`config.mk`:
```
export PLATFORM = sky130hd
export DESIGN_NAME = aabb_xf_cfg
export DESIGN_NICKNAME = d
export VERILOG_FILES = /design/src/hdl/aabb_xf_pkg.sv /design/src/hdl/aabb_xf_cfg.sv
export SDC_FILE = /design/constraint.sdc
export NUM_CORES = 1
export LEC_CHECK = 0
export BUFFER_PORTS_ARGS = -buffer_cell sky130_fd_sc_hd__buf_2
export CAP_MARGIN = 0
export CORE_ASPECT_RATIO = 1.25
export CORE_MARGIN = 2
export CORE_UTILIZATION = 51
export CTS_BUF_LIST = sky130_fd_sc_hd__clkbuf_8 sky130_fd_sc_hd__clkbuf_16
export DETAILED_ROUTE_END_ITERATION = 16
export MAX_ROUTING_LAYER = met4
export PLACE_DENSITY_LB_ADDON = 0.12
export SKIP_LAST_GASP = 1
export SLEW_MARGIN = 20
export SYNTH_ARGS = -nofsm -noshare
export SYNTH_HDL_FRONTEND = slang
export SYNTH_SLANG_ARGS = --single-unit
```
`constraint.sdc`:
```
create_clock -name clk -period 1.1 [get_ports clk]
set_clock_uncertainty 0.05 [all_clocks]
set_input_delay 0.055 -clock clk [delete_from_list [all_inputs] [get_ports clk]]
set_output_delay 0.055 -clock clk [all_outputs]
set_load 0.01 [all_outputs]
```
`src/hdl/aabb_xf_pkg.sv`:
```
`timescale 1ns / 1ps
`default_nettype none
// ----------------------------------------------------------------------------
// aabb_xf_pkg
// shared constants, register codes and pipeline control types for the
// box transform unit
// ----------------------------------------------------------------------------
package aabb_xf_pkg;

	// default number formats
	localparam int COORD_WIDTH_DEF = 24;
	localparam int COEF_WIDTH_DEF  = 16;

	// configuration register map
	localparam int CFG_IDX_W = 3;
	localparam logic [CFG_IDX_W-1:0] REG_ROW_X   = 3'd0;
	localparam logic [CFG_IDX_W-1:0] REG_ROW_Y   = 3'd1;
	localparam logic [CFG_IDX_W-1:0] REG_ROW_Z   = 3'd2;
	localparam logic [CFG_IDX_W-1:0] REG_SHIFT_X = 3'd3;
	localparam logic [CFG_IDX_W-1:0] REG_SHIFT_Y = 3'd4;
	localparam logic [CFG_IDX_W-1:0] REG_SHIFT_Z = 3'd5;

	// load enables of the three pipeline stages
	typedef struct packed {
		logic s1;
		logic s2;
		logic s3;
	} stage_en_t;

endpackage
`default_nettype wire

```
`src/hdl/aabb_xf_cfg.sv`:
```
`timescale 1ns / 1ps
`default_nettype none
// ----------------------------------------------------------------------------
// aabb_xf_cfg
// matrix rows and translation registers, written over the config channel
// ----------------------------------------------------------------------------
module aabb_xf_cfg
	import aabb_xf_pkg::*;
#(
	parameter int COORD_WIDTH = COORD_WIDTH_DEF,
	parameter int COEF_WIDTH  = COEF_WIDTH_DEF
) (
	input  wire logic                          clk,
	input  wire logic                          arst_n,
	input  wire logic                          wr_en,
	input  wire logic [CFG_IDX_W-1:0]          wr_index,
	input  wire logic [3*COEF_WIDTH-1:0]       wr_data,
	output logic        [3*COEF_WIDTH-1:0]     row_q   [3],
	output logic signed [COORD_WIDTH-1:0]      shift_q [3]
);

	// unity coefficient, placed on the diagonal at reset
	localparam logic [COEF_WIDTH-1:0] COEF_ONE =
		{1'b0, 1'b1, {(COEF_WIDTH-2){1'b0}}};

	always_ff @(posedge clk or negedge arst_n) begin
		if (!arst_n) begin
			row_q[0]   <= {{(2*COEF_WIDTH){1'b0}}, COEF_ONE};
			row_q[1]   <= {{COEF_WIDTH{1'b0}}, COEF_ONE, {COEF_WIDTH{1'b0}}};
			row_q[2]   <= {COEF_ONE, {(2*COEF_WIDTH){1'b0}}};
			shift_q[0] <= '0;
			shift_q[1] <= '0;
			shift_q[2] <= '0;
		end else if (wr_en) begin
			case (wr_index)
				REG_ROW_X:   row_q[0]   <= wr_data;
				REG_ROW_Y:   row_q[1]   <= wr_data;
				REG_ROW_Z:   row_q[2]   <= wr_data;
				REG_SHIFT_X: shift_q[0] <= wr_data[COORD_WIDTH-1:0];
				REG_SHIFT_Y: shift_q[1] <= wr_data[COORD_WIDTH-1:0];
				REG_SHIFT_Z: shift_q[2] <= wr_data[COORD_WIDTH-1:0];
				default: ;
			endcase
		end
	end

endmodule
`default_nettype wire

```
== Word level (Yosys, flattened, before mapping) ==
Cells that the tools add are included.

* Reduce and logical (&&, ||, !) cells: 7
* Equality and inequality tests: 5

{| class="wikitable"
|+ Operator list
! operator !! number
|-
| 2-bit AND reduction || 6
|-
| 3-bit by 2-bit equality test with 1-bit output (second input constant) || 2
|-
| 3-bit equality test (second input constant) || 2
|-
| 3-bit by 1-bit equality test with 1-bit output (second input constant) || 1
|-
| 3-bit logical NOT || 1
|}

* Bits of input ports: 54
* Output and inout bits: 216
* Bits in registers: 216

== Logic depth before layout (Yosys ltp) ==
Gate-level depths: netlist of the first run.

* Word-level depth: 2
* Depth in mapped cells: 4
* Depth with buffers taken out: 2

== Worst setup path after synthesis of the first run ==
Ideal clock, no wire load.

* Path kind: in2reg
* Start: input wr_index[0]
* End: register row_q[111] (netlist bit)
* Arrival: 0.990 ns
* Buffers on the path: 2
* Cell stages on the path: 4
* Path slack: -0.068 ns
* Required time: 0.923 ns
* Cells stage by stage: nor4b_4 > buf_6 > buf_6 > mux2_1

* Longest elaborated chain between the ends: 2

{| class="wikitable"
|+ RTL lines
! element !! line !! text
|-
| start: declaration || aabb_xf_cfg.sv:16 || <nowiki>input wire logic [CFG_IDX_W-1:0] wr_index,</nowiki>
|-
| 3-bit logical NOT || aabb_xf_cfg.sv:35 || <nowiki>case (wr_index)</nowiki>
|-
| 2-bit AND reduction (no line) || n/a ||
|-
| end: declaration || aabb_xf_cfg.sv:18 || <nowiki>output logic [3*COEF_WIDTH-1:0] row_q [3],</nowiki>
|}

No other way between the ends.
A chain may end at the register's enable or synchronous reset.

== Worst setup path after layout of the first run ==
* Start: register row_q[78] (netlist bit)
* End: output row_q[78] (netlist bit)

No word-level cell between the ends.

==> results of run 1 <==
==> power by group through the flow <==
| stage | registers, mW | logic (mW) | clock network (mW) |
|---|---|---|---|
| after floorplan | 11.5 | 1.85 | 0 |
| after global placement | 10.7 | 5.32 | 0 |
| after detailed placement | 10.7 | 5.45 | 0 |
| after CTS | 10.7 | 6.81 | 7.45 |
| after global routing | 11.0 | 7.72 | 7.83 |
| final | 10.8 | 7.32 | 7.32 |
==> repair_timing <==
action | CTS | global route
setup buffers | 51 | 29
resized for setup | 76 | 13
hold endpoints to repair | 432 | 19
endpoints found under the setup margin | 216 | 216
==> cells by family (layout without fill, tap and decap cells) <==
logic type             count (synthesis)  count (layout)  synth area share (%)
muxes                                216             216                 31.39
and+or+nand+nor                        6               6                 1.188
buffers and inverters                 22             460                 2.435
DFF                                  216             216                 64.99
==> per-layer routing <==
layer | wire, um | vias up | GRT usage [%]
li1 | - | 2477 | -
met2 | 11780 | 206 | 43.70
met1 | 8567 | 2941 | 30.48
met4 | 748 | 0 | 8.976
met5 | 0 | - | -
met3 | 1305 | 53 | 5.280
==> Yosys cell counts (all sizes together) <==
| library cell | number |
|---|---|
| and4bb | 3 |
| dfstp | 3 |
| dfrtp | 213 |
| nand4b | 2 |
| nor4b | 1 |
| mux2 | 216 |
| buf | 22 |
==> flip-flops by register name (all words and copies together) (netlist names) <==
| name | cells |
|---|---|
| row_q | 144 |
| shift_q | 72 |
==> layout make-up <==
type / count / area [sq um]
multi-input combinational: 222 / 2711
timing repair buffer: 420 / 3274
tap: 216 / 270.3
clock inverter: 11 / 68.82
clock buffer: 29 / 658.1
sequential: 216 / 5409
fill: 968 / 3679
==> stage by stage <==
stage	TNS, ns	area, sq um	hold slack, ns	setup slack [ns]	util (%)
floorplan	-2.934	8330	-0.2906	-0.06776	-
global placement	-42.98	10110	-0.07380	-0.2872	62.92
detailed placement	-49.27	10110	-0.08327	-0.3374	62.92
CTS	-7.643	12100	-0.04103	-0.1570	75.29
global route	-11.41	12390	-0.01470	-0.1853	77.11
finish	-4.399	12390	-0.02659	-0.1579	77.11
==> how the worst max path moves through the flow <==
| stage | start | to | slack [ns] | depth (start not counted) |
|---|---|---|---|---|
| after CTS | row_q[110]$_DFFE_PN1P_ | row_q[110] | -0.16 | 1 |
| after global routing | row_q[78]$_DFFE_PN1P_ | row_q[78] | -0.19 | 1 |
| after global placement | wr_index[0] | row_q[133]$_DFFE_PN0P_ | -0.29 | 4 |
| after floorplan | wr_index[0] | row_q[111]$_DFFE_PN0P_ | -0.07 | 4 |
| final | row_q[78]$_DFFE_PN1P_ | row_q[78] | -0.16 | 1 |
| after detailed placement | wr_index[0] | row_q[142]$_DFFE_PN0P_ | -0.34 | 4 |
==> summary.md, run 1 <==
| Metric | Value |
|---|---|
| Failing checks | negative hold slack, negative setup slack |
| Final Max Tran Viols | 0 |
| Fin cells | 1,114 |
| WP buf/inv | 1 |
| Crit path DAT | 1.15 ns |
| Seq pwr share | between 40% and 50% |
| N_diodes | 0 |
| VDD IR-drop max | around 0.0015 V |
| Tot Pwr | approximately 25 mW |
| RR Startpoint | row_q[124]$_DFFE_PN0P_ |
| Netlist cell types | 13 |
| Min Tclk post-route | between 1 and 1.5 ns |
| Worst setup path class | reg -> out |
| Synthesis warning total | 0 |
| R2R Setup Slk | about 0.010 ns |
| IO buf count | between 200 and 300 |
| Internal | between 15 and 20 mW |
| Req. time, crit path | 1.00 ns |
| Critical path peak fanout | 2 |
| FF+latch count, synth | roughly 220 |
| Final setup viols | about 210 |
| Floorplan core area | 0.01607 sq mm |
| Crit path launch type | flop |
| Register clock-pin slew on the reported worst setup and hold paths | roughly 0.060 ns |
| RePlAce Congestion | slightly below 0.8 |
| Commonest non-fill, non-tap cell in the layout | dfrtp_1 |
| Reg2reg end | row_q[124]$_DFFE_PN0P_ |
| Initial antenna violation count | 0 |
| Share of cells above drive strength 1 | roughly two thirds |
| PD cells | a little over 2000 mW/mm^2 |
| Part of the power in the clock network | about 29% |
| Area leader, netlist | dfrtp_1 |
| CTS tree | yes |
| Slew margin rel. | between 70% and 80% |
| DRC viols | 0 |
| Sw Share | between 20% and 30% |
| Syn-to-layout area delta | 48.89% |
| Path depth of the worst reg2reg path | 3 |
| Cells after DPL | around 950 |
| Switching power | 6.943 mW |
| Final Hold Fails | 19 |
| H-tree depth | 1 |
| Static Leakage | a little over 6 nW |
| Syn Inst Count | 460 |
| Synth Area per Inst | approximately 18 sq um |
| Crit end category | output port |
| Vias in the first global route | 6,166 |
| Post-synth top area share | 64.04% |
| DRT Wirelength | between 20,000 and 25,000 um |
| Die height | 146.8 um |
| Die W | 118.3 um |
| Syn Nets | between 500 and 600 |
| Synth area leaders | dfrtp_1 (64%), mux2_2 (20%), mux2_4 (8.7%) |
| CP cell instances | buf_6 |
| Slew @ Worst Pin | 0.3218 ns |
| Initial Utilization | 51.79% |
| GRT Total Usage | between 20 and 30% |
| WHS | -0.02659 ns |
| Routed Antenna Nets | 0 |
| Root Driver | clkbuf_16 |
| Register area share after synthesis | around 65% |
| Initial drt markers | 219 |
| I/O Pins | between 200 and 300 |
| Worst-Skew Late Latency | 0.49 ns |
| Vias | 5,677 |
| Hold Path Class | in -> async |
| Period utilization | 114.4% |
| Critical path's slowest cell | dfstp_2 |
| # hold bufs at CTS | 49 |
| Worst setup margin | -0.1579 ns |
| Crit path max-delay family | flip-flops |
| Max Cap Violations | 0 |
| Comb pwr share | approximately 29% |
| Die area | approximately 0.017 sq mm |
| Fmax | ~800 MHz |
| Post-DR vias/cell | a little over 5 |
| Status | finished with violations |
| Row count | 52 |
| Sink Count | around 220 |
| Detail Placement HPWL | 13,720 um |
| First-pass GRT wire length | around 34,000 um |
| Largest net degree at the start of global routing | between 40 and 50 |
| RSZ-0062 raised after global routing | yes |
| Nets | 936 |
| Clock Tree Buf Depth | 3 |
| Max stage delay on crit path | 0.55 ns |
| Num CTS Buffers | 22 |
| Gr ovfl total | 0 |
| Most frequent cells in the layout | dfrtp_1 (213), buf_2 (194), mux2_2 (148) |
| Cell Area, Synth | 0.008323 sq mm |
| Detailed Routing Iterations Pass 1 | 4 |
| Routed length per instance | approximately 20 um |
Note: power is estimated with default switching activity, not from simulation.
==> run 2: changes to the inputs <==
CORE_UTILIZATION = 50   (was 51)
==> run 2 against run 1 <==
Net effect: the run ends with negative setup slack left; fmax is 1.3% higher; sequential share of layout area fell by 1.2 points; count of clock-buffer cells in the layout is 3 higher; utilization is 1.3 points higher; sequential power about the same; worst hold slack improved by 0.055 ns; global-route usage down 0.66 points; first-iteration DRC count shrank 20%; wire length is 2.2% higher; cell area increased by 2.9%; die area up 1.9%; largest cell class unchanged.
==> summary.md, run 2 (synthesized netlist as in run 1, its figures left out) <==
| Metric | Value |
|---|---|
| Crit end category | output port |
| R2R Setup Slk | 0.01 ns (about the same) |
| First-pass GRT wire length | 34,090 um (+0.19%) |
| IO buf count | 269 (unchanged) |
| Initial antenna violation count | 0 (unchanged) |
| Setup TNS | -4.662 ns (-0.2636 ns) |
| Row count | 52 (unchanged) |
| Core Util, Final | 78.37% (+1.3 points) |
| Num CTS Buffers | 22 (unchanged) |
| Biggest regs | row_q: 144 flops, shift_q: 72 flops |
| Biggest register | row_q |
| Vias in the first global route | 6,388 (+3.6%) |
| Die W | 119.4 um (+0.96%) |
| Critical path's slowest cell | dfstp_2 |
| Root Driver | clkbuf_16 |
| Commonest non-fill, non-tap cell in the layout | dfrtp_1 |
| Worst setup margin | -0.1422 ns (+0.01563 ns) |
| Detailed Routing Iterations Pass 1 | 4 (unchanged) |
| Crit path DAT | 1.14 ns (about the same) |
| FILL cells | 943 (-2.6%) |
| Vias | 5,821 (+2.5%) |
| Most frequent cells in the layout | dfrtp_1 (213), buf_2 (181), mux2_2 (148) |
| Max Cap Violations | 0 (unchanged) |
| Die area | 0.01770 sq mm (+1.9%) |
| Most used routing layer | met2 |
| Floorplan core area | 0.01627 sq mm (+1.2%) |
| Min Tclk post-route | 1.242 ns (-0.01563 ns) |
| Initial drt markers | 175 (-20%) |
| Critical path peak fanout | 2 (unchanged) |
| Syn-to-layout area delta | 53.16% |
| VDD IR-drop max | 0.001247 V (-15%) |
| Worst-Skew Late Latency | 0.49 ns (about the same) |
| Routed Antenna Nets | 0 (unchanged) |
| Slew @ Worst Pin | 0.4517 ns (+0.1299 ns) |
| Sink Count | 216 (unchanged) |
| Die height | 148.3 um (+0.97%) |
| I/O Pins | 270 (unchanged) |
| CTS tree | yes |
| Final setup viols | 215 (+1.9%) |
| Gr ovfl total | 0 (unchanged) |
| Crit path max-delay family | flip-flops |
| H-tree depth | 1 (unchanged) |
| Final Max Tran Viols | 0 (unchanged) |
| Clock Tree Buf Depth | 3 (unchanged) |
| Routed length per instance | 20.03 um (-0.41%) |
| CP cell instances | buf_6 |
| Largest net degree at the start of global routing | 47 (-4.1%) |
| RePlAce Congestion | 0.7718 (-2.6%) |
| WP buf/inv | 1 (unchanged) |
| Slew margin rel. | 69.89% (-8.7 points) |
| Nets | 966 (+3.2%) |
| Register clock-pin slew on the reported worst setup and hold paths | 0.06 ns (about the same) |
| Grt met2 use | 43.68% (about the same) |
| Met3 GRT Util | 5.406% (+0.13 points) |
| Share of cells above drive strength 1 | 69.36% (+1.8 points) |
| Failing checks | negative setup slack |
| Max stage delay on crit path | 0.54 ns (about the same) |
| Fmax | 805.0 MHz (+1.3%) |
| DRT Wirelength | 22,900 um (+2.2%) |
| Static Leakage | 6.220 nW (+2.8%) |
| Detail Placement HPWL | 14,190 um (+3.5%) |
| RSZ-0062 raised after global routing | yes |
| Crit path launch type | flop |
| Worst setup path class | reg -> out |
| DRC viols | 0 (unchanged) |
| Post-DR vias/cell | 5.093 (about the same) |
| Final Hold Fails | 0 (-19) |
| Req. time, crit path | 1.00 ns (about the same) |
| Max FFs per register | 144 (unchanged) |
| Hold Path Class | in -> async |
| GRT Total Usage | 25.03% (-0.66 points) |
| N_diodes | 0 (unchanged) |
| PD cells | 2056 mW/mm^2 (+0.15%) |
| Period utilization | 112.9% (-1.4 points) |
| Status | finished with violations |
| Met1 Track Usage GR | 29.30% (-1.2 points) |
| Pre-CTS setup slack | -0.3324 ns (+0.005012 ns) |
| Initial Utilization | 51.17% (-0.62 points) |
## run 2: changes by cell type in the layout (fill, tap and decap cells not counted)
cell        change
clkbuf_8        +3
inv_1           -7
buf_2          -13
buf_12          +1
buf_4          +29
buf_6          +13
clkinvlp_4      +1
clkinv_2        +1
clkinv_4        +1
## run 2: power breakdown
group	switching [mW]	internal, mW
combinational	3.01	4.70
clock	3.00	4.63
sequential	1.13	9.73
## run 2: layout make-up
type | instances | area, sq um | share of cell area (%)
Clock buffer | 32 | 699.4 | 5.487
Clock inverter | 7 | 63.81 | 0.5006
Multi-Input combinational cell | 222 | 2711 | 21.27
Sequential cell | 216 | 5409 | 42.43
Tap cell | 216 | 270.3 | 2.120
Timing Repair Buffer | 450 | 3593 | 28.19
## run 2: metrics by stage
stage	cell area (sq um)	hold slack (ns)	cells	power, mW
finish	12750	0.02858	1143	26.20
global route	12750	0.05598	1143	27.33
CTS	12210	0.04477	1102	25.30
detailed placement	10180	-0.003095	953	16.24
global placement	10180	-0.01081	953	16.00
floorplan	8330	-0.2906	460	13.39
## run 2: worst paths after layout
check	end	cells past startpoint	start
setup / recovery	row_q[78]	1	row_q[78]$_DFFE_PN1P_
min in group clk	shift_q[23]$_DFFE_PN0P_	4	wr_en
max in group asynchronous	row_q[46]$_DFFE_PN1P_	3	arst_n
hold reg to reg	row_q[117]$_DFFE_PN0P_	1	row_q[117]$_DFFE_PN0P_
setup reg to reg	row_q[34]$_DFFE_PN0P_	3	row_q[34]$_DFFE_PN0P_
hold / removal	row_q[76]$_DFFE_PN0P_	2	arst_n
## run 2: metal layers
metal	part of all wire (%)	wire, um
met5	0	0
met4	2.5	564
met3	6.4	1469
met2	52	11960
met1	39	8904
## run 2: what timing repair did
item                       4_1_cts  5_1_grt
hold endpoints to repair       431        0
setup endpoints to repair      216      216
hold buffers                    49        0
setup buffers                   61       41
gates resized for setup         65       36
==> run 3: changes to the inputs <==
clock period = 1.2 ns   (was 1.1 ns; I/O delays follow)
==> run 3 against run 2 <==
Net effect: the flow still finishes with violations (negative setup slack); sequential power shrank 10%; utilization shrank 7.3 points; power shrank 15%; die area is the same; critical path depth is the same; count of clock-buffer cells in the layout shrank 4; global-route usage shrank 1.2 points; sequential share of layout area grew 4.4 points; via count shrank 9.0%; sequential cell count is the same; register-to-register slack gained 0.25 ns; critical path type unchanged; critical endpoint is now row_q[110]; largest power group unchanged; highest routed layer unchanged.
==> summary.md, run 3 (synthesized netlist as in run 1, its figures left out) <==
| Metric | Value |
|---|---|
| Status | finished with violations |
| Failing checks | negative setup slack |
| RePlAce Congestion | 0.7958 (+3.1%) |
| Req. time, crit path | 1.09 ns (+0.09 ns) |
| Vias | 5,297 (-9.0%) |
| Period utilization | 104.8% |
| Worst setup margin | -0.05752 ns (+0.08471 ns) |
| Commonest non-fill, non-tap cell in the layout | buf_2 |
| IO buf count | 269 (unchanged) |
| N_diodes | 0 (unchanged) |
| Num CTS Buffers | 22 (unchanged) |
| Routed Antenna Nets | 0 (unchanged) |
| Min Tclk post-route | around 1.3 ns |
| Final setup viols | 3 (-99%) |
| Routed length per instance | 19.45 um (-2.9%) |
| Final Hold Fails | 0 (unchanged) |
| Initial antenna violation count | 0 (unchanged) |
| Slew margin rel. | 69.74% (-0.14 points) |
| FILL cells | 1,128 (+20%) |
| Post-DR vias/cell | 5.069 (-0.47%) |
| Detail Placement HPWL | 13,940 um (-1.8%) |
| Pre-CTS setup slack | -0.1774 ns (+0.1550 ns) |
| Setup TNS | -0.1349 ns (+4.528 ns) |
| Hold Path Class | in -> async |
| RSZ-0062 raised after global routing | yes |
| Vias in the first global route | 5,895 (-7.7%) |
| VDD IR-drop max | 0.001467 V (+18%) |
| WP buf/inv | 1 (unchanged) |
| Slew @ Worst Pin | 0.4538 ns (+0.002136 ns) |
| Largest net degree at the start of global routing | 47 (unchanged) |
| PD cells | 1933 mW/mm^2 (-6.0%) |
| Post-DP Area | 0.01022 sq mm (+0.37%) |
| Final Max Tran Viols | 0 (unchanged) |
| Biggest regs | row_q: 144 flops, shift_q: 72 flops |
| Gr ovfl total | 0 (unchanged) |
| Worst setup path class | reg -> out |
| DRC viols | 0 (unchanged) |
| Initial Utilization | 51.17% (unchanged) |
| Biggest register | row_q |
| Critical path depth in cells | 1 (unchanged) |
| Share of cells above drive strength 1 | 65.86% (-3.5 points) |
| Crit path DAT | 1.15 ns (about the same) |
| Path depth of the worst reg2reg path | 2 (-1) |
| Core Util, Final | 71.06% (-7.3 points) |
| DRT Wirelength | 20,320 um (-11%) |
| Critical path peak fanout | 2 (unchanged) |
| CP cell instances | buf_6 |
| Detailed Routing Iterations Pass 1 | 4 (unchanged) |
| Nets | 867 (-10%) |
| Initial drt markers | 202 (+15%) |
| WHS | 0.04480 ns (+0.01622 ns) |
| Fin area | 0.01156 sq mm (-9.3%) |
| Critical path's slowest cell | dfstp_2 |
| Die area | 0.01770 sq mm (unchanged) |
| Crit end category | output port |
| Crit path max-delay family | flip-flops |
| First-pass GRT wire length | 32,090 um (-5.9%) |
| Max Cap Violations | 0 (unchanged) |
| Fmax | 795.2 MHz |
| Worst-Skew Late Latency | 0.49 ns (about the same) |
| Max stage delay on crit path | 0.55 ns (about the same) |
| Most frequent cells in the layout | buf_2 (265), dfrtp_1 (213), mux2_2 (148) |
| Floorplan core area | 0.01627 sq mm (unchanged) |
| Die W | 119.4 um (unchanged) |
| I/O Pins | 270 (unchanged) |
| Clock Tree Buf Depth | 3 (unchanged) |
| Root Driver | clkbuf_16 |
| Row count | 52 (unchanged) |
| Static Leakage | 5.607 nW (-9.8%) |
| H-tree depth | 1 (unchanged) |
| Syn-to-layout area delta | 38.88% |
| Die height | 148.3 um (unchanged) |
| Crit path launch type | flop |
| Sink Count | 216 (unchanged) |
| Max FFs per register | 144 (unchanged) |
| CTS tree | yes |
| GRT Total Usage | 23.85% (-1.2 points) |
| Register clock-pin slew on the reported worst setup and hold paths | 0.06 ns (about the same) |
[run 3: where the power goes]
part           internal (mW)  switching [mW]
clock network           4.65            2.76
registers               8.91           0.852
logic                   2.76            2.41
[run 3: worst paths after layout]
path | start | end | slack [ns]
min in group clk | wr_index[2] | shift_q[14]$_DFFE_PN0P_ | 0.16
setup reg to reg | row_q[40]$_DFFE_PN0P_ | row_q[40]$_DFFE_PN0P_ | 0.26
setup / recovery | row_q[110]$_DFFE_PN1P_ | row_q[110] | -0.06
hold reg to reg | row_q[126]$_DFFE_PN0P_ | row_q[126]$_DFFE_PN0P_ | 0.44
hold / removal | arst_n | row_q[81]$_DFFE_PN0P_ | 0.04
max in group asynchronous | arst_n | row_q[3]$_DFFE_PN0P_ | 0.53
[run 3: what timing repair did]
action                                  4_1_cts  5_1_grt
hold buffers                                 49        0
resized for setup                             3        0
endpoints found under the hold margin       432        0
endpoints found under the setup margin        3        4
pin swaps                                     0        0
buffers inserted                              2        1
[run 3: cell type report]
cell class,count,area (sq um),share of cell area [%]
sequential,216,5409,46.80
multi-input combinational,222,2711,23.46
timing repair buffer,351,2362,20.44
clock buffer,28,644.4,5.575
tap,216,270.3,2.338
clock inverter,12,161.4,1.396
[run 3: per-stage QoR]
step,std cells,power (mW)
after floorplan,460,12.28
after global placement,953,14.68
after detailed placement,953,14.88
after CTS,1044,22.54
after global routing,1045,23.39
final,1045,22.34
[run 3: metal layers]
layer	vias up	global-route usage (%)	wire, um
li1	2348	-	-
met1	2711	29.17	8155
met2	203	40.20	10290
met3	35	4.908	1352
met4	0	7.471	525
met5	-	-	0
